### src/sv/eecs_pkg.sv
// shared types and codes for the spi eeprom command sequencer
// no dependencies; used by every module of the block
package eecs_pkg;

  localparam int unsigned PAGE_BYTES_DEF = 128;
  localparam int unsigned QUEUE_DEPTH    = 2;

  localparam logic [2:0] REQ_READ   = 3'd0;
  localparam logic [2:0] REQ_WRITE  = 3'd1;
  localparam logic [2:0] REQ_ERASE  = 3'd2;
  localparam logic [2:0] REQ_NEXT   = 3'd3;
  localparam logic [2:0] REQ_FINISH = 3'd4;
  localparam logic [2:0] REQ_REPLY  = 3'd5;

  localparam logic [1:0] ACT_SEL     = 2'd0;
  localparam logic [1:0] ACT_XFER    = 2'd1;
  localparam logic [1:0] ACT_REL     = 2'd2;
  localparam logic [1:0] ACT_DELIVER = 2'd3;

  localparam logic [7:0] OP_WREN  = 8'h06;
  localparam logic [7:0] OP_RDSR  = 8'h05;
  localparam logic [7:0] OP_WRITE = 8'h02;
  localparam logic [7:0] OP_READ  = 8'h03;
  localparam logic [7:0] OP_CE    = 8'hC7;
  localparam logic [7:0] WIP_MASK = 8'h01;
  localparam logic [7:0] DUMMY    = 8'h00;

  typedef struct packed {
    logic [2:0]  req_type;
    logic [15:0] start_address;
    logic [7:0]  byte_value;
  } in_t;

  typedef struct packed {
    logic [1:0] action;
    logic [7:0] out_byte;
    logic       needs_reply;
    logic       last;
  } out_t;

  typedef enum logic [2:0] {
    JOB_POLL,
    JOB_REL_POLL,
    JOB_READ,
    JOB_WRITE,
    JOB_ERASE,
    JOB_XFER,
    JOB_DELIVER,
    JOB_REL
  } job_kind_t;

  // flag: write job appends data byte; xfer job expects a reply
  typedef struct packed {
    job_kind_t   kind;
    logic [15:0] addr;
    logic [7:0]  data;
    logic        flag;
  } job_t;

endpackage

### src/sv/spi_eeprom_command_sequencer_core.sv
// spi eeprom command sequencer, 25xx protocol: requests in, spi actions out
// instantiates eecs_front, eecs_queue and eecs_back; depends on eecs_pkg
//
// in channel (in_valid/in_ready/in_data) takes requests: begin read, begin
// write, chip erase, next byte, finish and reply. out channel
// (out_valid/out_ready/out_data) gives spi actions: select, byte transfer,
// release, read byte delivered; last marks the final action of a request.
// a request is classified in the cycle it is taken and queued as one job;
// the job is queued, then its first action is registered on out. while out
// is not stalled, actions leave one per cycle; a request expands into 1 to
// 8 actions (write start with a held byte is 8, a status poll 4). the
// two-entry job queue lets requests keep coming while earlier actions
// drain; in_ready drops only when full. requests that cause no action queue
// no job. a stalled out holds its action and the queue fills behind it.
// reset (rst_n low, synchronous) returns to idle with no pending command,
// address zero and an empty queue. PAGE_BYTES must be a power of two.
module spi_eeprom_command_sequencer_core #(
  parameter int unsigned PAGE_BYTES = eecs_pkg::PAGE_BYTES_DEF
) (
  input  logic           clk,
  input  logic           rst_n,
  input  logic           in_valid,
  output logic           in_ready,
  input  eecs_pkg::in_t  in_data,
  output logic           out_valid,
  input  logic           out_ready,
  output eecs_pkg::out_t out_data
);

  logic           in_fire;
  logic           push;
  eecs_pkg::job_t push_job;
  logic           full;
  logic           pop;
  logic           head_valid;
  eecs_pkg::job_t head;

  assign in_ready = !full;
  assign in_fire  = in_valid && in_ready;

  eecs_front #(
    .PAGE_BYTES(PAGE_BYTES)
  ) u_front (
    .clk     (clk),
    .rst_n   (rst_n),
    .in_fire (in_fire),
    .in_item (in_data),
    .push    (push),
    .job     (push_job)
  );

  eecs_queue u_queue (
    .clk        (clk),
    .rst_n      (rst_n),
    .push       (push),
    .push_job   (push_job),
    .full       (full),
    .pop        (pop),
    .head_valid (head_valid),
    .head       (head)
  );

  eecs_back u_back (
    .clk        (clk),
    .rst_n      (rst_n),
    .head_valid (head_valid),
    .head       (head),
    .pop        (pop),
    .out_valid  (out_valid),
    .out_ready  (out_ready),
    .out_data   (out_data)
  );

endmodule

### src/sv/eecs_front.sv
// front end: accepts requests, tracks protocol state, emits at most one job per item
// depends on eecs_pkg
module eecs_front #(
  parameter int unsigned PAGE_BYTES = eecs_pkg::PAGE_BYTES_DEF
) (
  input  logic          clk,
  input  logic          rst_n,
  input  logic          in_fire,
  input  eecs_pkg::in_t in_item,
  output logic          push,
  output eecs_pkg::job_t job
);

  localparam logic [15:0] PAGE_MASK = 16'(PAGE_BYTES - 1);

  typedef enum logic [1:0] {
    PH_IDLE,
    PH_POLL,
    PH_READ,
    PH_WRITE
  } phase_t;

  typedef enum logic [1:0] {
    CMD_NONE,
    CMD_READ,
    CMD_WRITE,
    CMD_ERASE
  } cmd_t;

  phase_t      phase_r, phase_nxt;
  cmd_t        cmd_r, cmd_nxt;
  logic [15:0] addr_r, addr_nxt;
  logic [7:0]  held_r, held_nxt;
  logic        first_r, first_nxt;

  always_comb begin
    phase_nxt = phase_r;
    cmd_nxt   = cmd_r;
    addr_nxt  = addr_r;
    held_nxt  = held_r;
    first_nxt = first_r;
    push      = 1'b0;
    job.kind  = eecs_pkg::JOB_POLL;
    job.addr  = addr_r;
    job.data  = in_item.byte_value;
    job.flag  = 1'b0;
    if (in_fire) begin
      unique case (phase_r)
        PH_IDLE: begin
          if (in_item.req_type == eecs_pkg::REQ_READ ||
              in_item.req_type == eecs_pkg::REQ_WRITE ||
              in_item.req_type == eecs_pkg::REQ_ERASE) begin
            unique case (in_item.req_type)
              eecs_pkg::REQ_READ:  cmd_nxt = CMD_READ;
              eecs_pkg::REQ_WRITE: cmd_nxt = CMD_WRITE;
              default:             cmd_nxt = CMD_ERASE;
            endcase
            addr_nxt  = (in_item.req_type == eecs_pkg::REQ_ERASE) ? 16'd0
                                                                  : in_item.start_address;
            first_nxt = 1'b1;
            phase_nxt = PH_POLL;
            push      = 1'b1;
            job.kind  = eecs_pkg::JOB_POLL;
          end
        end
        PH_POLL: begin
          if (in_item.req_type == eecs_pkg::REQ_REPLY) begin
            if ((in_item.byte_value & eecs_pkg::WIP_MASK) != 8'd0) begin
              push     = 1'b1;
              job.kind = eecs_pkg::JOB_POLL;
            end else begin
              unique case (cmd_r)
                CMD_READ: begin
                  push      = 1'b1;
                  job.kind  = eecs_pkg::JOB_READ;
                  phase_nxt = PH_READ;
                end
                CMD_WRITE: begin
                  push      = 1'b1;
                  job.kind  = eecs_pkg::JOB_WRITE;
                  job.data  = held_r;
                  job.flag  = !first_r;
                  if (!first_r) begin
                    addr_nxt = addr_r + 16'd1;
                  end
                  phase_nxt = PH_WRITE;
                end
                CMD_ERASE: begin
                  push      = 1'b1;
                  job.kind  = eecs_pkg::JOB_ERASE;
                  phase_nxt = PH_IDLE;
                  cmd_nxt   = CMD_NONE;
                end
                default: phase_nxt = PH_IDLE;
              endcase
            end
          end
        end
        PH_READ: begin
          unique case (in_item.req_type)
            eecs_pkg::REQ_NEXT: begin
              push     = 1'b1;
              job.kind = eecs_pkg::JOB_XFER;
              job.data = eecs_pkg::DUMMY;
              job.flag = 1'b1;
            end
            eecs_pkg::REQ_REPLY: begin
              push     = 1'b1;
              job.kind = eecs_pkg::JOB_DELIVER;
            end
            eecs_pkg::REQ_FINISH: begin
              push      = 1'b1;
              job.kind  = eecs_pkg::JOB_REL;
              phase_nxt = PH_IDLE;
              cmd_nxt   = CMD_NONE;
            end
            default: ;
          endcase
        end
        default: begin
          unique case (in_item.req_type)
            eecs_pkg::REQ_NEXT: begin
              push = 1'b1;
              if (!first_r && (addr_r & PAGE_MASK) == 16'd0) begin
                job.kind  = eecs_pkg::JOB_REL_POLL;
                held_nxt  = in_item.byte_value;
                phase_nxt = PH_POLL;
              end else begin
                job.kind  = eecs_pkg::JOB_XFER;
                first_nxt = 1'b0;
                addr_nxt  = addr_r + 16'd1;
              end
            end
            eecs_pkg::REQ_FINISH: begin
              push      = 1'b1;
              job.kind  = eecs_pkg::JOB_REL;
              phase_nxt = PH_IDLE;
              cmd_nxt   = CMD_NONE;
            end
            default: ;
          endcase
        end
      endcase
    end
  end

  always_ff @(posedge clk) begin
    if (!rst_n) begin
      phase_r <= PH_IDLE;
      cmd_r   <= CMD_NONE;
      addr_r  <= 16'd0;
      held_r  <= 8'd0;
      first_r <= 1'b1;
    end else begin
      phase_r <= phase_nxt;
      cmd_r   <= cmd_nxt;
      addr_r  <= addr_nxt;
      held_r  <= held_nxt;
      first_r <= first_nxt;
    end
  end

  // a poll in flight always has a command to resume
  a_poll_has_cmd: assert property (@(posedge clk) disable iff (!rst_n)
    phase_r == PH_POLL |-> cmd_r != CMD_NONE)
    else $error("poll phase without pending command");

endmodule

### src/sv/eecs_queue.sv
// short job queue between front end and action sequencer
// depends on eecs_pkg
module eecs_queue (
  input  logic           clk,
  input  logic           rst_n,
  input  logic           push,
  input  eecs_pkg::job_t push_job,
  output logic           full,
  input  logic           pop,
  output logic           head_valid,
  output eecs_pkg::job_t head
);

  localparam int unsigned PW = $clog2(eecs_pkg::QUEUE_DEPTH);

  eecs_pkg::job_t          mem_r [eecs_pkg::QUEUE_DEPTH];
  logic [PW-1:0]           wr_ptr_r, rd_ptr_r;
  logic [PW:0]             count_r;

  assign full       = count_r == (PW + 1)'(eecs_pkg::QUEUE_DEPTH);
  assign head_valid = count_r != '0;
  assign head       = mem_r[rd_ptr_r];

  always_ff @(posedge clk) begin
    if (push) begin
      mem_r[wr_ptr_r] <= push_job;
    end
  end

  always_ff @(posedge clk) begin
    if (!rst_n) begin
      wr_ptr_r <= '0;
      rd_ptr_r <= '0;
      count_r  <= '0;
    end else begin
      if (push) begin
        wr_ptr_r <= (wr_ptr_r == PW'(eecs_pkg::QUEUE_DEPTH - 1)) ? '0 : wr_ptr_r + 1'b1;
      end
      if (pop) begin
        rd_ptr_r <= (rd_ptr_r == PW'(eecs_pkg::QUEUE_DEPTH - 1)) ? '0 : rd_ptr_r + 1'b1;
      end
      count_r <= count_r + (PW + 1)'(push) - (PW + 1)'(pop);
    end
  end

  a_no_overflow: assert property (@(posedge clk) disable iff (!rst_n)
    !(push && full))
    else $error("job queue overflow");

  a_no_underflow: assert property (@(posedge clk) disable iff (!rst_n)
    !(pop && !head_valid))
    else $error("job queue underflow");

endmodule

### src/sv/eecs_back.sv
// action sequencer: expands queued jobs into spi actions, one per cycle while out is not stalled
// depends on eecs_pkg
module eecs_back (
  input  logic           clk,
  input  logic           rst_n,
  input  logic           head_valid,
  input  eecs_pkg::job_t head,
  output logic           pop,
  output logic           out_valid,
  input  logic           out_ready,
  output eecs_pkg::out_t out_data
);

  logic [2:0]     idx_r, idx_nxt;
  logic           out_valid_r, out_valid_nxt;
  eecs_pkg::out_t out_data_r, out_data_nxt;
  eecs_pkg::out_t step;
  logic           advance;

  function automatic eecs_pkg::out_t expand(eecs_pkg::job_t j, logic [2:0] i);
    eecs_pkg::out_t o;
    logic [2:0]     p;
    o = '0;
    p = i;
    unique case (j.kind) inside
      eecs_pkg::JOB_POLL, eecs_pkg::JOB_REL_POLL: begin
        if (j.kind == eecs_pkg::JOB_REL_POLL) begin
          p = i - 3'd1;
        end
        if (j.kind == eecs_pkg::JOB_REL_POLL && i == 3'd0) begin
          o.action = eecs_pkg::ACT_REL;
        end else begin
          unique case (p)
            3'd0: o.action = eecs_pkg::ACT_SEL;
            3'd1: begin
              o.action   = eecs_pkg::ACT_XFER;
              o.out_byte = eecs_pkg::OP_RDSR;
            end
            3'd2: begin
              o.action      = eecs_pkg::ACT_XFER;
              o.out_byte    = eecs_pkg::DUMMY;
              o.needs_reply = 1'b1;
            end
            default: begin
              o.action = eecs_pkg::ACT_REL;
              o.last   = 1'b1;
            end
          endcase
        end
      end
      eecs_pkg::JOB_READ: begin
        unique case (i)
          3'd0: o.action = eecs_pkg::ACT_SEL;
          3'd1: begin
            o.action   = eecs_pkg::ACT_XFER;
            o.out_byte = eecs_pkg::OP_READ;
          end
          3'd2: begin
            o.action   = eecs_pkg::ACT_XFER;
            o.out_byte = j.addr[15:8];
          end
          default: begin
            o.action   = eecs_pkg::ACT_XFER;
            o.out_byte = j.addr[7:0];
            o.last     = 1'b1;
          end
        endcase
      end
      eecs_pkg::JOB_WRITE: begin
        unique case (i)
          3'd0, 3'd3: o.action = eecs_pkg::ACT_SEL;
          3'd1: begin
            o.action   = eecs_pkg::ACT_XFER;
            o.out_byte = eecs_pkg::OP_WREN;
          end
          3'd2: o.action = eecs_pkg::ACT_REL;
          3'd4: begin
            o.action   = eecs_pkg::ACT_XFER;
            o.out_byte = eecs_pkg::OP_WRITE;
          end
          3'd5: begin
            o.action   = eecs_pkg::ACT_XFER;
            o.out_byte = j.addr[15:8];
          end
          3'd6: begin
            o.action   = eecs_pkg::ACT_XFER;
            o.out_byte = j.addr[7:0];
            o.last     = !j.flag;
          end
          default: begin
            o.action   = eecs_pkg::ACT_XFER;
            o.out_byte = j.data;
            o.last     = 1'b1;
          end
        endcase
      end
      eecs_pkg::JOB_ERASE: begin
        unique case (i)
          3'd0, 3'd3: o.action = eecs_pkg::ACT_SEL;
          3'd1: begin
            o.action   = eecs_pkg::ACT_XFER;
            o.out_byte = eecs_pkg::OP_WREN;
          end
          3'd2: o.action = eecs_pkg::ACT_REL;
          3'd4: begin
            o.action   = eecs_pkg::ACT_XFER;
            o.out_byte = eecs_pkg::OP_CE;
          end
          default: begin
            o.action = eecs_pkg::ACT_REL;
            o.last   = 1'b1;
          end
        endcase
      end
      eecs_pkg::JOB_XFER: begin
        o.action      = eecs_pkg::ACT_XFER;
        o.out_byte    = j.data;
        o.needs_reply = j.flag;
        o.last        = 1'b1;
      end
      eecs_pkg::JOB_DELIVER: begin
        o.action   = eecs_pkg::ACT_DELIVER;
        o.out_byte = j.data;
        o.last     = 1'b1;
      end
      default: begin
        o.action = eecs_pkg::ACT_REL;
        o.last   = 1'b1;
      end
    endcase
    return o;
  endfunction

  assign step    = expand(head, idx_r);
  assign advance = head_valid && (!out_valid_r || out_ready);
  assign pop     = advance && step.last;

  always_comb begin
    idx_nxt       = idx_r;
    out_valid_nxt = out_valid_r;
    out_data_nxt  = out_data_r;
    if (advance) begin
      out_valid_nxt = 1'b1;
      out_data_nxt  = step;
      idx_nxt       = step.last ? 3'd0 : idx_r + 3'd1;
    end else if (out_ready) begin
      out_valid_nxt = 1'b0;
    end
  end

  always_ff @(posedge clk) begin
    if (!rst_n) begin
      idx_r       <= 3'd0;
      out_valid_r <= 1'b0;
    end else begin
      idx_r       <= idx_nxt;
      out_valid_r <= out_valid_nxt;
    end
    out_data_r <= out_data_nxt;
  end

  assign out_valid = out_valid_r;
  assign out_data  = out_data_r;

  // a job part-way through expansion stays at the queue head
  a_mid_job_head: assert property (@(posedge clk) disable iff (!rst_n)
    idx_r != 3'd0 |-> head_valid)
    else $error("job expansion lost its queue entry");

endmodule

### config.mk
export PLATFORM = sky130hd
export DESIGN_NAME = spi_eeprom_command_sequencer_core
export DESIGN_NICKNAME = d
export VERILOG_FILES = /design/src/sv/eecs_pkg.sv /design/src/sv/spi_eeprom_command_sequencer_core.sv /design/src/sv/eecs_front.sv /design/src/sv/eecs_queue.sv /design/src/sv/eecs_back.sv
export SDC_FILE = /design/constraint.sdc
export NUM_CORES = 1
export LEC_CHECK = 0
export ABC_AREA = 1
export BUFFER_PORTS_ARGS = -buffer_cell sky130_fd_sc_hd__clkbuf_2
export CORE_MARGIN = 2
export CORE_UTILIZATION = 35
export DETAILED_ROUTE_END_ITERATION = 12
export PLACE_DENSITY_LB_ADDON = 0.05
export SYNTH_ARGS = -nofsm -noshare
export SYNTH_HDL_FRONTEND = slang
export SYNTH_SLANG_ARGS = --single-unit
### constraint.sdc
create_clock -name clk -period 2.98 [get_ports clk]
set_input_delay 0.745 -clock clk [delete_from_list [all_inputs] [get_ports clk]]
set_output_delay 0.745 -clock clk [all_outputs]
set_load 0.01 [all_outputs]
Yosys cells after proc, flatten, opt, wreduce, memory -nomap -nowiden --
Memory sizes are Yosys's and may differ from the RTL's. A register that Yosys moved wholly into a read port is not among the register bits. Index checks and enable logic that the tools add are counted.
Word-level totals: bits in latches 0, bits in read-only memories 0, logic and storage cells 183, memory bits (writable) 56, memories kept 1, flip-flop bits (word level) 49
Cells by class: reduce and logical (&&, ||, !) cells 44, mux-type cells 79, eq/ne operators 35, shift operators 0, add/sub/neg operators 7, div/mod/pow operators 0, $mul 0, bitwise gates (word level) 3, $lt $le $gt $ge 0
Memories:
- u_queue.mem_r | depth 2, bits a word 28, read ports 1, clocked after memory_dff 1, write ports 1, RTL line eecs_queue.sv:16 | eecs_pkg::job_t mem_r [eecs_pkg::QUEUE_DEPTH];
Operators with widths (number):
- $mux 16 | 8
- $pmux 8 s5 | 2
- $pmux 16 s3 | 1
- $mux 9 | 5
- $pmux 2 s2 | 7
- $pmux 3 s3 | 3
- $eq 3x3->1 const B | 8
- $mux 3 | 8
- $pmux 8 s3 | 1
- $mux 1 | 23
- $eq 3x2->1 const B | 7
- $mux 2 | 10
- $pmux 9 s2 | 1
- $reduce_or 3->1 | 6
- $add 16x1->16 const B | 1
- $logic_not 16->1 | 1
- $pmux 8 s2 | 1
- $reduce_or 2->1 | 7
- $eq 3x1->1 const B | 4
- $logic_not 3->1 | 4
- $ne 2x2->1 const B | 6
- $pmux 2 s6 | 1
- $mux 10 | 1
- $reduce_and 9->1 | 1
- other kinds (29) | 51

Depth between registers and ports, before layout --
Gate-level depths: netlist (run 1).
depth after elaboration 11, depth in mapped cells 18

By module --
From an unflattened synthesis (run 1), not the netlist that was laid out.
Second synthesis, totals: cells, all modules 729, area total of the unflattened synthesis 6139.6 µm²
Modules (own cells, without submodules):
- eecs_front | instances 1, cells each 401, area an instance 2366.0 µm², sequential area each 580.6 µm²
- eecs_queue | instances 1, cells each 120, area an instance 2348.5 µm², sequential area each 1781.7 µm²
- eecs_back | instances 1, cells each 205, area an instance 1411.4 µm², sequential area each 440.4 µm²
- spi_eeprom_command_sequencer_core | instances 1, cells each 3, area an instance 13.8 µm², sequential area each 0.0 µm²

Worst setup path before layout (run 1) --
No wires, ideal clock.
path kind input to register, start point in in_data[24] in the netlist's numbering, end point mem u_queue.mem_r[1][0] in the netlist's numbering (enable), data required time 2.566 ns, cell stages on the path 7, buffers on the path 1, path slack -0.014 ns, data arrival time 2.580 ns, cells stage by stage buf_2 > nand3_2 > inv_2 > nand2_1 > nand2_1 > nand2_1 > nor2_1
Between the ends: word-level cells in the longest chain between the ends 8, elaborated cells on any way between the ends 18
RTL lines:
- start, declared | RTL line spi_eeprom_command_sequencer_core.sv:24 | input eecs_pkg::in_t in_data,
- $eq 3x1->1 / $logic_not 3->1 (equally long branches) | RTL line eecs_front.sv:51, eecs_front.sv:50
- $logic_or 1x1->1 | RTL line eecs_front.sv:50 | if (in_item.req_type == eecs_pkg::REQ_READ ||
- $logic_or 1x1->1 | RTL line eecs_front.sv:51 | in_item.req_type == eecs_pkg::REQ_WRITE ||
- $mux 1 | RTL line eecs_front.sv:50
- $pmux 1 s3 * | RTL line eecs_front.sv:48 | unique case (phase_r)
- $mux 1 * | RTL line eecs_front.sv:47 | if (in_fire) begin
- $mux 1 * | RTL line eecs_queue.sv:25 | if (push) begin
- $mux 1 (implied by the code) * | RTL line eecs_queue.sv:26 | mem_r[wr_ptr_r] <= push_job;
- end, declared | RTL line eecs_queue.sv:16
Every way passes the cells marked *; elsewhere a longest branch is shown, timed or not.

==> flow_metrics.py, run 1 <==
metrics = {
    "cts": {
        "clock-root-buffer": "clkbuf_16",
        "cts_made_buffers": 9,
        "clkTransAtPathRegs_ns": 0.07,
        "cts_tree": "built",
        "clock_latency_ns": 0.35,
        "cts_resized": 0,
        "clock_path_buffers": 2,
        "cts_hold_buffers": 0,
        "clock_sinks": 106,
        "cts-htree-levels": 3,
        "cts_setup_buffers": 0,
    },
    "place": {
        "gp_congestion": 0.851,
        "place.port_buffers": 44,
        "dp.cells": 956,
        "dp_slack_ns": 0.272,
        "dpl.hpwl_mm": 11.5,
    },
    "routing": {
        "drc_errors": 0,
        "wire_per_inst_um": 15.7,
        "wirelength_mm": 15.2,
        "dr.first_iter.drc_count": 296,
        "vias_per_cell": 4.98,
        "dr.pass1.iters": 4,
        "route.antenna.remaining_nets": 0,
        "vias": 4841,
    },
    "timing": {
        "finalWorstSetupSlack_ns": 0.335,
        "finalMaxSlewViolations": 0,
        "finalHoldViolations": 0,
        "setup_viol": 0,
        "clock_skew_ns": 0.00591,
        "worstMarginPinSlew_ns": 0.609,
        "finalCritPeriodShare": 0.887,
        "setup-tns-final_ns": 0,
        "rsz0062_at_grt": "no",
        "max_freq_ghz": 0.378,
        "finalCriticalPeriod_ns": 2.64,
        "slew_headroom": 0.592,
    },
    "finish": {
        "nFillCells": 1662,
        "drive_gt1_frac": 0.165,
        "antenna_cells": 0,
        "syn_to_final_growth_pct": 13.5,
        "finalNetCount": 796,
        "finalNonFillerCells": 972,
        "final_util": 0.406,
    },
    "yosys": {
        "yosysUniqueCellTypes": 49,
        "synthCells": 699,
        "synth_top_cell_by_area": "edfxtp_1",
        "syn_area_per_cell_um2": 8.46,
        "syn_nets": 748,
        "synthTopCellsByArea": "edfxtp_1 (35%), dfxtp_1 (13%), nand2_1 (12%)",
        "seq_area_frac_synth": 0.474,
        "ys_seq_elements": 106,
        "syn-cell-area_um2": 5910,
        "synth_top_area_share": 0.345,
        "synth_warnings": 0,
    },
    "die": {
        "core_um2": 16500,
        "ios": 45,
        "rows": 47,
        "die-area_um2": 17900,
        "start_util": 0.358,
        "die_w_um": 134,
        "die_h_um": 134,
    },
    "pwr": {
        "power_leakage_nw": 2.77,
        "p_total_w": 0.00492,
        "irDropWorstVdd_uv": 289,
        "power.density_nw_per_um2": 733,
    },
    "worst_setup_path": {
        "ff2ff_setup_slack_ns": 0.34,
        "r2r_cells": 16,
        "required_ns": 3.26,
        "r2r-start": "u_back.idx_r[1]",
        "r2r-end": "u_queue.count_r[1]",
        "criticalPathCategory": "register to register",
        "cp-end-kind": "register",
        "arrival_ns": 2.92,
        "critPathLaunchType": "register",
        "crit_fanout": 7,
    },
    "worst_hold_path": {
        "worstHoldStart": "u_front.phase_r[1]",
        "min_to": "u_front.phase_r[1]",
        "min_path_cells": 2,
        "min_path_type": "register to register",
    },
    "job": {
        "maxCapViolations": 0,
    },
    "outcome": {
        "status": "completed",
    },
    "global_route": {
        "grt_overflow": 0,
        "grt_max_degree": 30,
        "grt.total_usage": 0.178,
        "grt_pass1_wl_mm": 24.8,
        "grt_pass1_vias": 4673,
        "grt_antenna_before_repair": 0,
    },
}
## cell type report
| cell class | count | area (µm²) | share of cell area |
|---|---|---|---|
| Sequential cell | 106 | 2800 | 0.418 |
| Timing Repair Buffer | 56 | 335 | 0.0500 |
| Multi-Input combinational cell | 491 | 2680 | 0.399 |
| Tap cell | 220 | 275 | 0.0410 |
| Clock buffer | 10 | 229 | 0.0341 |
| Inverter | 83 | 317 | 0.0472 |
| Clock inverter | 6 | 72.6 | 0.0108 |
## worst max path at each step
stage / from / end / cells after the start
3_5_place_dp: u_back.idx_r[0] / u_queue.count_r[1] / 17
3_3_place_gp: u_back.idx_r[0] / u_queue.count_r[1] / 17
4_1_cts: u_back.idx_r[0] / u_queue.count_r[1] / 17
6_report: u_back.idx_r[1] / u_queue.count_r[1] / 16
2_1_floorplan: in_data[24] / u_queue.mem_r[0][0] / 7
5_1_grt: u_back.idx_r[0] / u_queue.count_r[1] / 17
## worst max-delay path: stages, from the launching register on
cell	delay, ns
dfxtp_1	0.49
ha_1	0.26
nand2_2	0.13
nand2_1	0.17
nor2_2	0.06
nand2_1	0.10
nand3_1	0.10
nor2_2	0.20
nand2_4	0.08
nand2_1	0.07
inv_2	0.04
ha_1	0.27
inv_1	0.06
ha_1	0.14
xor2_1	0.17
o21ai_0	0.09
a21oi_1	0.14
## Yosys cell counts (all sizes together)
cell,instances
clkbuf,8
a22oi,1
buf,11
nor3b,1
o21ai,53
nor3,7
o2111ai,1
a21boi,2
o211ai,13
a22o,3
dfxtp,38
inv,83
nand2,200
o31ai,2
o311ai,2
a211oi,2
nand3,36
edfxtp,68
nor2,62
or2,3
a31oi,4
xor2,5
a32oi,6
o221ai,2
xnor2,1
ha,18
nand4,11
o22ai,4
a21oi,43
a221oi,3
mux2i,6
## cell families (layout without fill, tap and decap cells)
group / after synthesis / in the layout / synth area share
and+or+nand+nor: 320 / 320 / 0.249
AOI/OAI and AO/OA: 141 / 141 / 0.146
DFF: 106 / 106 / 0.474
buffers and inverters: 102 / 155 / 0.0743
adders and majority gates: 18 / 18 / 0.0381
xor gates and xnor gates: 6 / 6 / 0.00889
muxes: 6 / 6 / 0.0102
## flip-flops by register name, indices dropped and copies added (netlist names), 2 cells and up, named ones only
register / cells
u_front.phase_r: 2
u_queue.mem_r: 56
u_front.addr_r: 16
u_back.out_data: 12
u_front.held_r: 8
u_back.idx_r: 3
u_queue.count_r: 2
u_front.cmd_r: 2
## per-layer routing
metal / share of wire / track usage / vias up / wire length (µm)
met2: 0.47 / 0.290 / 89 / 7110
met5: 0 / 0 / - / 0
met4: 0.018 / 0.0656 / 0 / 272
li1: - / - / 2464 / -
met3: 0.032 / 0.0234 / 18 / 483
met1: 0.48 / 0.243 / 2270 / 7350
## layout by cell type (no fill, tap or decap), drive strengths merged, types with 5 or more instances in the layout
master,Yosys,layout
dfxtp,38,38
buf,11,12
nor3,7,7
clkbuf,8,54
a32oi,6,6
mux2i,6,6
edfxtp,68,68
a21oi,43,43
ha,18,18
nand3,36,36
xor2,5,5
nand4,11,11
inv,83,85
o21ai,53,53
nand2,200,200
nor2,62,62
o211ai,13,13
## metrics by stage
stage / instance area [µm²] / hold slack [ns]
detailed placement: 6410 / 0.481
global route: 6710 / 0.531
global placement: 6410 / 0.462
floorplan: 5910 / 0.443
finish: 6710 / 0.503
CTS: 6710 / 0.498
## where the power goes
group / leakage, nW / switching, W / internal, W
clock: 0.144 / 0.000565 / 0.000662
sequential: 0.949 / 0.000156 / 0.00187
combinational: 1.68 / 0.00113 / 0.000541
total: 2.77 / 0.00185 / 0.00307
(Power assumes the default switching activity.)
==> run 2, diff against run 1 <==
--- a/config.mk
+++ b/config.mk
@@ -10,6 +10,7 @@
 export CORE_MARGIN = 2
 export CORE_UTILIZATION = 35
 export DETAILED_ROUTE_END_ITERATION = 12
+export GPL_TIMING_DRIVEN = 0
 export PLACE_DENSITY_LB_ADDON = 0.05
 export SYNTH_ARGS = -nofsm -noshare
 export SYNTH_HDL_FRONTEND = slang
==> flow_metrics.py, run 2 (synthesis results as in run 1) <==
metrics = {
    "worst_setup_path": {
        "ff2ff_setup_slack_ns": 0.33,
        "r2r-end": "u_queue.count_r[1]",
        "cp-end-kind": "register",
        "required_ns": 3.27,
        "arrival_ns": 2.95,
        "critPathLaunchType": "register",
        "cp_slowest_cell": "dfxtp_2",
        "crit_end": "u_queue.count_r[1]",
        "startpoint": "u_back.idx_r[1]",
        "cp_cell_sequence": "inv_1 -> ha_1 -> nand2_1 -> nand2_2 -> nor2_4 -> nand2_1 -> nand3_1 -> nor2_4 -> nand2_4 -> nand2_1 -> inv_2 -> ha_1 -> inv_1 -> ha_1 -> xor2_1 -> o21ai_0 -> a21oi_1",
        "path_buf_inv": 3,
        "crit_fanout": 7,
        "r2r_cells": 17,
        "cp.depth": 17,
        "cp_top_family": "simple AND/OR/NAND/NOR gates",
        "r2r-start": "u_back.idx_r[1]",
        "max_stage_delay_ns": 0.40,
        "criticalPathCategory": "register to register",
    },
    "pwr": {
        "clock_power_share": 0.249,
        "power.density_nw_per_um2": 734,
        "power_leakage_nw": 2.78,
        "p_seq_frac": 0.408,
        "irDropWorstVdd_uv": 282,
        "internal_power_w": 0.00309,
        "swShare": 0.376,
        "p_comb_frac": 0.343,
        "net-switching-power_w": 0.00187,
    },
    "cts": {
        "clock_path_buffers": 2,
        "cts-htree-levels": 3,
        "clkTransAtPathRegs_ns": 0.07,
        "clock_latency_ns": 0.36,
        "clock-root-buffer": "clkbuf_16",
        "cts_setup_buffers": 0,
        "cts_tree": "built",
        "clock_sinks": 106,
        "cts_made_buffers": 9,
    },
    "routing": {
        "dr.first_iter.drc_count": 355,
        "dr.pass1.iters": 5,
        "vias_per_cell": 4.93,
        "drc_errors": 0,
        "wire_per_inst_um": 15.7,
        "route.antenna.remaining_nets": 0,
        "wirelength_mm": 15.3,
        "vias": 4827,
    },
    "global_route": {
        "grt_pass1_vias": 4667,
        "grt_antenna_before_repair": 0,
        "grt_pass1_wl_mm": 25.0,
        "grt.total_usage": 0.182,
        "grt_overflow": 0,
        "grt_max_degree": 30,
    },
    "die": {
        "die_h_um": 134,
        "die-area_um2": 17900,
        "start_util": 0.358,
        "ios": 45,
        "core_um2": 16500,
        "die_w_um": 134,
        "rows": 47,
    },
    "finish": {
        "largest_reg_flops": 56,
        "largest_register": "u_queue.mem_r",
        "finalNonFillerCells": 979,
        "mostFrequentLayoutCells": "nand2_1 (181), inv_1 (73), edfxtp_1 (68), nor2_1 (52)",
        "antenna_cells": 0,
        "drive_gt1_frac": 0.170,
        "layout_commonest_cell": "nand2_1",
        "finalNetCount": 803,
        "final_util": 0.409,
        "syn_to_final_growth_pct": 14.4,
    },
    "timing": {
        "max_freq_ghz": 0.377,
        "holdWs_ns": 0.494,
        "slew_headroom": 0.432,
        "finalHoldViolations": 0,
        "setup-tns-final_ns": 0,
        "setup_viol": 0,
        "finalMaxSlewViolations": 0,
        "worstMarginPinSlew_ns": 0.850,
        "clock_skew_ns": 0.00762,
        "finalCritPeriodShare": 0.891,
        "rsz0062_at_grt": "no",
        "finalCriticalPeriod_ns": 2.65,
    },
    "place": {
        "dp.cells": 963,
        "gp_congestion": 0.886,
        "dpl.hpwl_mm": 11.6,
        "place.port_buffers": 43,
    },
    "worst_hold_path": {
        "min_path_type": "register to register",
    },
    "job": {
        "maxCapViolations": 0,
    },
    "outcome": {
        "status": "completed",
    },
}
run 2: changes by cell type in the layout (fill, tap and decap cells not counted), sizes merged:
cell	previous run	this run
clkinvlp	1	0
inv	85	86
clkbuf	54	61
run 2: worst min path at each step:
stage / startpoint / end / slack [ns] / cells after the start
after global routing: u_queue.count_r[1] / u_queue.count_r[1] / 0.53 / 1
final: u_queue.count_r[1] / u_queue.count_r[1] / 0.49 / 1
after floorplan: u_queue.count_r[1] / u_queue.count_r[1] / 0.44 / 1
after CTS: u_queue.count_r[1] / u_queue.count_r[1] / 0.49 / 1
after detailed placement: u_queue.count_r[1] / u_queue.count_r[1] / 0.47 / 1
after global placement: u_queue.count_r[1] / u_queue.count_r[1] / 0.46 / 1
run 2: area by class of cell:
cell class | count | area, µm²
Buffer | 19 | 123
Clock buffer | 10 | 229
Clock inverter | 6 | 73.8
Fill cell | 1662 | 9760
Inverter | 83 | 317
Multi-Input combinational cell | 491 | 2710
Sequential cell | 106 | 2810
Tap cell | 220 | 275
Timing Repair Buffer | 44 | 230
run 2: metal layers:
layer | part of all wire | track usage | routed length [µm] | vias up
met5 | 0 | 0 | 0 | -
met4 | 0.021 | 0.0703 | 318 | 0
met3 | 0.039 | 0.0272 | 592 | 17
met2 | 0.46 | 0.291 | 7050 | 121
met1 | 0.48 | 0.250 | 7380 | 2209
li1 | - | - | - | 2480
run 2: stage by stage:
stage / area [µm²] / worst slack (ns) / power (W)
3_3_place_gp: 6400 / -1.01 / 0.00372
5_1_grt: 6760 / 0.0466 / 0.00532
4_1_cts: 6740 / 0.0502 / 0.00501
6_report: 6760 / 0.325 / 0.00496
3_5_place_dp: 6430 / -0.0379 / 0.00376
2_1_floorplan: 5910 / 0.00243 / 0.00320
run 2: power by group through the flow:
stage | registers (W) | logic, W | clock network, W
floorplan | 0.00206 | 0.00113 | 0
global placement | 0.00206 | 0.00166 | 0
detailed placement | 0.00206 | 0.00170 | 0
CTS | 0.00202 | 0.00170 | 0.00128
global route | 0.00206 | 0.00192 | 0.00134
finish | 0.00202 | 0.00170 | 0.00124
run 2: timing repair:
item / CTS / global route
hold buffers: 0 / 0
gates resized for setup: 1 / 9
setup endpoints to repair: 1 / 1
endpoints found under the hold margin: 0 / 0
